[src/sv/htsf_pkg.sv]
// Shared types and constants for the HTML tag strip text filter.
package htsf_pkg;

	// Character codes the filter reacts to.
	localparam logic [7:0] CH_LT    = 8'h3C;
	localparam logic [7:0] CH_GT    = 8'h3E;
	localparam logic [7:0] CH_CR    = 8'h0D;
	localparam logic [7:0] CH_LF    = 8'h0A;
	localparam logic [7:0] CH_TAB   = 8'h09;
	localparam logic [7:0] CH_SPACE = 8'h20;
	localparam logic [7:0] CH_SLASH = 8'h2F;
	localparam logic [7:0] CH_S_LO  = 8'h73;
	localparam logic [7:0] CH_S_UP  = 8'h53;
	localparam logic [7:0] CH_C_LO  = 8'h63;
	localparam logic [7:0] CH_C_UP  = 8'h43;
	localparam logic [7:0] CH_T_LO  = 8'h74;
	localparam logic [7:0] CH_T_UP  = 8'h54;
	localparam logic [7:0] CH_NUL   = 8'h00;

	// Field widths.
	localparam int unsigned CAP_W   = 14;
	localparam int unsigned COUNT_W = 13;

	// Largest capacity honored; larger values clamp to it.
	localparam logic [CAP_W-1:0] CAP_MAX = 14'd8192;
	localparam logic [COUNT_W-1:0] LIMIT_MAX = 13'd8191;

	// Tag name check phase. Code 3 is unused and behaves as no check.
	typedef logic [1:0] peek_t;
	localparam peek_t PEEK_NONE   = 2'd0;
	localparam peek_t PEEK_FIRST  = 2'd1;
	localparam peek_t PEEK_SECOND = 2'd2;

	// Filter state carried from one byte to the next.
	typedef struct packed {
		logic                inside_tag;
		logic                drop_text;
		logic                prev_newline;
		logic                prev_space;
		peek_t               peek_phase;
		logic [COUNT_W-1:0]  emitted_count;
	} filt_state_t;

	localparam filt_state_t STATE_CLEAR = '{
		inside_tag:    1'b0,
		drop_text:     1'b0,
		prev_newline:  1'b1,
		prev_space:    1'b1,
		peek_phase:    PEEK_NONE,
		emitted_count: '0
	};

	// Result produced by one input byte.
	typedef struct packed {
		logic       valid;
		logic [7:0] out_char;
		logic       text_end;
	} filt_result_t;

endpackage

[src/sv/htsf_step.sv]
// Next-state and result logic for one input byte of the text filter.
module htsf_step (
	input  htsf_pkg::filt_state_t          state,
	input  logic [7:0]                     in_byte,
	input  logic                           room_ahead,
	input  logic                           body_end,
	input  logic [htsf_pkg::COUNT_W-1:0]   emit_limit,
	output htsf_pkg::filt_state_t          state_next,
	output htsf_pkg::filt_result_t         result
);
	import htsf_pkg::*;

	filt_state_t upd;
	logic        emit;
	logic [7:0]  emit_char;

	// Tag tracking, script/style check and whitespace collapsing.
	always_comb begin
		upd       = state;
		emit      = 1'b0;
		emit_char = CH_NUL;
		if (state.emitted_count < emit_limit) begin
			// Resolve a pending tag name check with this byte.
			unique case (state.peek_phase)
				PEEK_FIRST: begin
					if (in_byte == CH_S_LO || in_byte == CH_S_UP) begin
						upd.peek_phase = PEEK_SECOND;
					end else begin
						if (in_byte == CH_SLASH) begin
							upd.drop_text = 1'b0;
						end
						upd.peek_phase = PEEK_NONE;
					end
				end
				PEEK_SECOND: begin
					if (in_byte == CH_C_LO || in_byte == CH_C_UP ||
					    in_byte == CH_T_LO || in_byte == CH_T_UP) begin
						upd.drop_text = 1'b1;
					end
					upd.peek_phase = PEEK_NONE;
				end
				default: begin
					upd.peek_phase = PEEK_NONE;
				end
			endcase

			// Classify the byte itself.
			priority if (in_byte == CH_LT) begin
				upd.inside_tag = 1'b1;
				if (room_ahead) begin
					upd.peek_phase = PEEK_FIRST;
				end
			end else if (in_byte == CH_GT) begin
				upd.inside_tag = 1'b0;
			end else if (state.inside_tag || upd.drop_text || in_byte == CH_CR) begin
				// Dropped byte.
			end else if (in_byte == CH_LF) begin
				if (!state.prev_newline) begin
					emit             = 1'b1;
					emit_char        = CH_LF;
					upd.prev_newline = 1'b1;
					upd.prev_space   = 1'b1;
				end
			end else if (in_byte == CH_SPACE || in_byte == CH_TAB) begin
				if (!state.prev_space) begin
					emit           = 1'b1;
					emit_char      = CH_SPACE;
					upd.prev_space = 1'b1;
				end
			end else begin
				emit             = 1'b1;
				emit_char        = in_byte;
				upd.prev_space   = 1'b0;
				upd.prev_newline = 1'b0;
			end

			if (emit) begin
				upd.emitted_count = state.emitted_count + 1'b1;
			end
		end
	end

	// The final byte always yields an item and clears the state.
	always_comb begin
		state_next      = body_end ? STATE_CLEAR : upd;
		result.valid    = emit | body_end;
		result.out_char = emit ? emit_char : CH_NUL;
		result.text_end = body_end;
	end

endmodule

[src/sv/html_tag_strip_text_filter.sv]
// Top level of the HTML tag strip text filter: state, output stage and config.
// A result is registered in the result register, or in the skid register while the
// output is stalled. One byte per cycle while in_stall is low; the filter state
// updates once per accepted byte. A two-entry output stage (result register plus skid
// register) lets bytes keep flowing while the output is stalled, until the skid fills.
// Reset clears the filter state and output stage, and sets the capacity to 8192.
module html_tag_strip_text_filter (
	input  logic                          clk,
	input  logic                          arst_n,
	input  logic                          cfg_we,
	input  logic [htsf_pkg::CAP_W-1:0]    cfg_wdata,
	input  logic                          in_valid,
	output logic                          in_stall,
	input  logic [7:0]                    in_byte,
	input  logic                          room_ahead,
	input  logic                          body_end,
	output logic                          out_valid,
	input  logic                          out_stall,
	output logic [7:0]                    out_char,
	output logic                          text_end
);
	import htsf_pkg::*;

	filt_state_t        state_q;
	filt_state_t        state_next;
	filt_result_t       step_res;
	logic [COUNT_W-1:0] limit_q;
	logic [COUNT_W-1:0] limit_wr;
	logic               in_accept;
	logic               out_take;
	logic               push;
	logic               out_valid_q;
	logic [7:0]         out_char_q;
	logic               text_end_q;
	logic               skid_valid_q;
	logic [7:0]         skid_char_q;
	logic               skid_end_q;

	// Emit limit derived from the written capacity: clamp, then minus one; zero stays zero.
	always_comb begin
		priority if (cfg_wdata > CAP_MAX) begin
			limit_wr = LIMIT_MAX;
		end else if (cfg_wdata == '0) begin
			limit_wr = '0;
		end else begin
			limit_wr = COUNT_W'(cfg_wdata - 1'b1);
		end
	end

	always_ff @(posedge clk or negedge arst_n) begin
		if (!arst_n) begin
			limit_q <= LIMIT_MAX;
		end else if (cfg_we) begin
			limit_q <= limit_wr;
		end
	end

	htsf_step u_step (
		.state      (state_q),
		.in_byte    (in_byte),
		.room_ahead (room_ahead),
		.body_end   (body_end),
		.emit_limit (limit_q),
		.state_next (state_next),
		.result     (step_res)
	);

	// Handshake: input stalls only while the skid register holds a result.
	assign in_stall  = skid_valid_q;
	assign in_accept = in_valid & ~in_stall;
	assign out_take  = out_valid_q & ~out_stall;
	assign push      = in_accept & step_res.valid;

	// Filter state advances on every accepted transaction.
	always_ff @(posedge clk or negedge arst_n) begin
		if (!arst_n) begin
			state_q <= STATE_CLEAR;
		end else if (in_accept) begin
			state_q <= state_next;
		end
	end

	// Output stage control: result register fed by the step logic or the skid.
	always_ff @(posedge clk or negedge arst_n) begin
		if (!arst_n) begin
			out_valid_q  <= 1'b0;
			skid_valid_q <= 1'b0;
		end else if (skid_valid_q) begin
			if (out_take) begin
				skid_valid_q <= 1'b0;
			end
		end else if (push) begin
			if (out_valid_q && !out_take) begin
				skid_valid_q <= 1'b1;
			end else begin
				out_valid_q <= 1'b1;
			end
		end else if (out_take) begin
			out_valid_q <= 1'b0;
		end
	end

	// Output stage payload.
	always_ff @(posedge clk) begin
		if (skid_valid_q) begin
			if (out_take) begin
				out_char_q <= skid_char_q;
				text_end_q <= skid_end_q;
			end
		end else if (push) begin
			if (out_valid_q && !out_take) begin
				skid_char_q <= step_res.out_char;
				skid_end_q  <= step_res.text_end;
			end else begin
				out_char_q <= step_res.out_char;
				text_end_q <= step_res.text_end;
			end
		end
	end

	assign out_valid = out_valid_q;
	assign out_char  = out_char_q;
	assign text_end  = text_end_q;

	// The skid register is only ever filled behind a held result.
	a_skid_behind_out: assert property (@(posedge clk) disable iff (!arst_n)
		skid_valid_q |-> out_valid_q)
		else $error("skid register holds a result while the output is empty");

	// An empty output stage cannot have a skid entry in the next cycle.
	a_skid_needs_full: assert property (@(posedge clk) disable iff (!arst_n)
		!out_valid_q |=> !skid_valid_q)
		else $error("skid register filled while the output register was free");

	// The final byte of a body clears the filter state.
	a_end_clears: assert property (@(posedge clk) disable iff (!arst_n)
		in_accept && body_end |=> state_q == STATE_CLEAR)
		else $error("filter state not cleared after the final byte");

	// A transaction that ends a body always produces a result item.
	a_end_has_result: assert property (@(posedge clk) disable iff (!arst_n)
		in_accept && body_end |=> out_valid_q)
		else $error("final byte accepted without a result item");

endmodule

[config.mk]
export PLATFORM = sky130hd
export DESIGN_NAME = html_tag_strip_text_filter
export DESIGN_NICKNAME = d
export VERILOG_FILES = /design/src/sv/htsf_pkg.sv /design/src/sv/htsf_step.sv /design/src/sv/html_tag_strip_text_filter.sv
export SDC_FILE = /design/constraint.sdc
export NUM_CORES = 1
export LEC_CHECK = 0
export BUFFER_PORTS_ARGS = -buffer_cell sky130_fd_sc_hd__buf_2
export CAP_MARGIN = 20
export CORE_UTILIZATION = 25
export CTS_BUF_LIST = sky130_fd_sc_hd__clkbuf_8
export CTS_CLUSTER_SIZE = 20
export DETAILED_ROUTE_END_ITERATION = 8
export PLACE_DENSITY = 0.41
export SYNTH_ARGS = -nofsm -noshare
export SYNTH_HDL_FRONTEND = slang
export SYNTH_SLANG_ARGS = --single-unit
export TNS_END_PERCENT = 100
[constraint.sdc]
create_clock -name clk -period 4.4 [get_ports clk]
set_input_delay 0.88 -clock clk [delete_from_list [all_inputs] [get_ports clk]]
set_output_delay 0.88 -clock clk [all_outputs]
set_load 0.005 [all_outputs]
==> run summary <==
CTS tree: done
Seq/Total Area, Yosys: 0.438
Yosys reg bits: 52
Post-Synthesis Cells: 327
Worst r2r src: limit_q[1]
Global Route Usage Sum: 0.121
Pleak: 1.65 nW
Top area cells in the synthesized netlist: edfxtp_1, dfrtp_1, dfstp_2, ha_1, a21oi_1
EDFF count, synth: 18
Initial core utilization: 0.256
Final worst slack: 1010 ps
Reg clk slew, reported paths: 110 ps
Syn avg cell area: 9.85 um2
Clock Skew: 7.42 ps
Drt drc: 0
Die ar.: 13300 um2
Initial antenna violation count: 0
Power Density: 392 nW/um2
Biggest area consumer among synthesized cells: edfxtp_1
Outcome: finished, final reports clean
Hold Path Sink: state_q[17]
CTS buffer count: 5
Worst Path Required: 4430 ps
Period minus WS final: 3390 ps
Routability cong.: 0.749
Crit share post-route: 0.770
Setup Crit Path Kind: reg -> reg
Distinct cells, synth: 65
R2r endpoint: out_char[2]
Pre-CTS setup slack: 923 ps
Crit start category: flop
Via density: 4.65
Max IR drop VDD: 0.000131 V
Die width: 116 um
Mapped Area: 3220 um2
Drt pass-1 iters: 4
Slew headroom: 0.474
First-pass GRT wire length: 12.6 mm
Core region area: 12600 um2
Highest-count cells in the layout ignoring fill and taps: buf_2, inv_1, nand2_1, a21oi_1, nor2_1
Worst setup startpoint: limit_q[1]
Final wirelength: 7.47 mm
Async set or reset register ratio after synthesis: 0.654
Most common cell after layout, fill and taps aside: buf_2
Maximum clock rate: 0.295 GHz
Number of setup violations in the final report: 0
Post-route ant nets: 0
Worst EP arrival: 3420 ps
Post-CTS resize count: 0
Clk_lat worst skew: 310 ps
Final hold vios: 0
CTS H-Tree Depth: 2
CP max stage delay: 580 ps
Critical Path Fanout Max: 9
Crit. End Element: flop
Syn Nets: 372
Min-delay src: state_q[17]
CP bufs+invs: 2
Path category of the worst min-delay check: reg -> reg
Synthesis-to-finish area growth: 14.4%
Placed Cells: 530
Postcts setup bufs: 0
Avg WL per Cell: 13.9 um
Final non-filler cell total: 538
I/O pin count: 40
Number of global-route vias before repair: 2436
Slowest-stage cell, CP: a2111oi_0
Main synth FF type: dfrtp_1
Slew Viols, Final: 0
Hold path depth: 2
Chip height: 116 um
Ant. Diodes: 0
Yosys warning total: 0
Crit path cell chain: inv_1 > ha_1 > a2111oi_0 > o211ai_1 > a211oi_4 > and2_1 > nor2_1 > a21boi_0 > buf_4
Top cell type's share of synthesized area: 0.168
Worst R2R Setup Slack: 1010 ps
Overflow after GRT: 0
Max-cap violations: 0
Finished Cell Area: 3690 um2
Placed Area: 3590 um2
Pin count of the biggest net entering global routing: 35
Port buffer count: 39
Num rows: 41
Fin nets: 410
CTS max path bufs: 2
Worst Reg-to-Reg Cells: 9
Vias after detailed routing: 2501
Hold_buf cts: 0
RSZ-0062 raised after global routing: no
Share of cells above drive strength 1: 0.238
Root Buffer: clkbuf_8
Delay-heaviest family, CP: compound AO/OA/AOI/OAI gates
DP HPWL: 5.73 mm
Fillers: 1350
CTS Sinks: 52
Iter 0 DRT Violations: 121
Setup TNS: 0 ps
Worst Tran Pin Value: 789 ps
==> worst min-delay path: stages (launching register included) <==
cell and delay (ps):
dfrtp_1 370, nand2_1 50, o21ai_0 60
==> per-layer routing <==
layer / vias to the layer above / wire, um / track usage
li1: 1263 / - / -
met1: 1189 / 3580 / 0.152
met2: 44 / 3620 / 0.212
met3: 5 / 212 / 0.0220
met4: 0 / 62 / 0.0338
met5: - / 0 / 0
==> report_power, final <==
group	switching, W	leakage (nW)	total (W)	internal, W
logic	0.000242	1.02	0.000437	0.000195
registers	0.0000682	0.587	0.000712	0.000644
clock network	0.000180	0.0452	0.000297	0.000117
==> cell usage after synthesis (3+ instances only) <==
cell type  number
nand2b_1        7
inv_1          28
and3_1          8
nor2b_1         3
and2_1          5
dfrtp_1        19
clkbuf_1        6
xnor2_1         3
nand3_1         5
nor3b_1         3
o22ai_1         5
mux2i_1         6
a21o_1          5
nand2_1        28
or4_1           5
a31oi_1         3
nor2_1         21
o41ai_1         3
a21oi_1        24
o21ai_0        11
mux2_2          9
nor3_1          7
ha_1           16
xor2_1          6
dfstp_2        15
edfxtp_1       18
nand4_1         6
==> flip-flops by register name (all words and copies together), names as in the netlist <==
name and cells:
text_end 1, skid_char_q 8, limit_q 13, out_valid 1, out_char 8, in_stall 1
state_q 19, skid_end_q 1
==> worst max path at each step <==
stage | end | slack, ps | cells after the start
6_report | out_char[2] | 1010 | 9
5_1_grt | out_char[0] | 780 | 9
4_1_cts | out_char[3] | 940 | 9
3_5_place_dp | out_char[3] | 920 | 9
3_3_place_gp | out_char[3] | 940 | 9
2_1_floorplan | out_char[0] | 970 | 8
==> through the flow <==
stage	util	total power, W	hold WS, ps
2_1_floorplan	-	0.000997	450
3_3_place_gp	0.286	0.00117	476
3_5_place_dp	0.286	0.00117	486
4_1_cts	0.293	0.00147	510
5_1_grt	0.293	0.00156	533
6_report	0.293	0.00145	507
==> cells by family (layout without fill, tap and decap cells) <==
family                   Yosys count  in the layout  share of synthesized area
XOR/XNOR                           9              9                     0.0245
flip-flops                        52             52                      0.438
AND/OR/NAND/NOR                  119            119                      0.211
adder cells (fa/ha/maj)           18             18                     0.0687
AO/OA/AOI/OAI                     74             74                      0.153
buffers and inverters             39             78                     0.0505
multiplexers                      16             16                     0.0548
==> area by class of cell <==
class	count	area (um2)	share of cell area
clock buffer	5	68.8	0.0187
timing repair buffer	41	210	0.0570
inverter	29	109	0.0295
clock inverter	3	25.0	0.00679
tap	172	215	0.0584
sequential	52	1410	0.382
multi-input combinational	236	1650	0.447
Note: power is estimated with default switching activity, not from simulation.
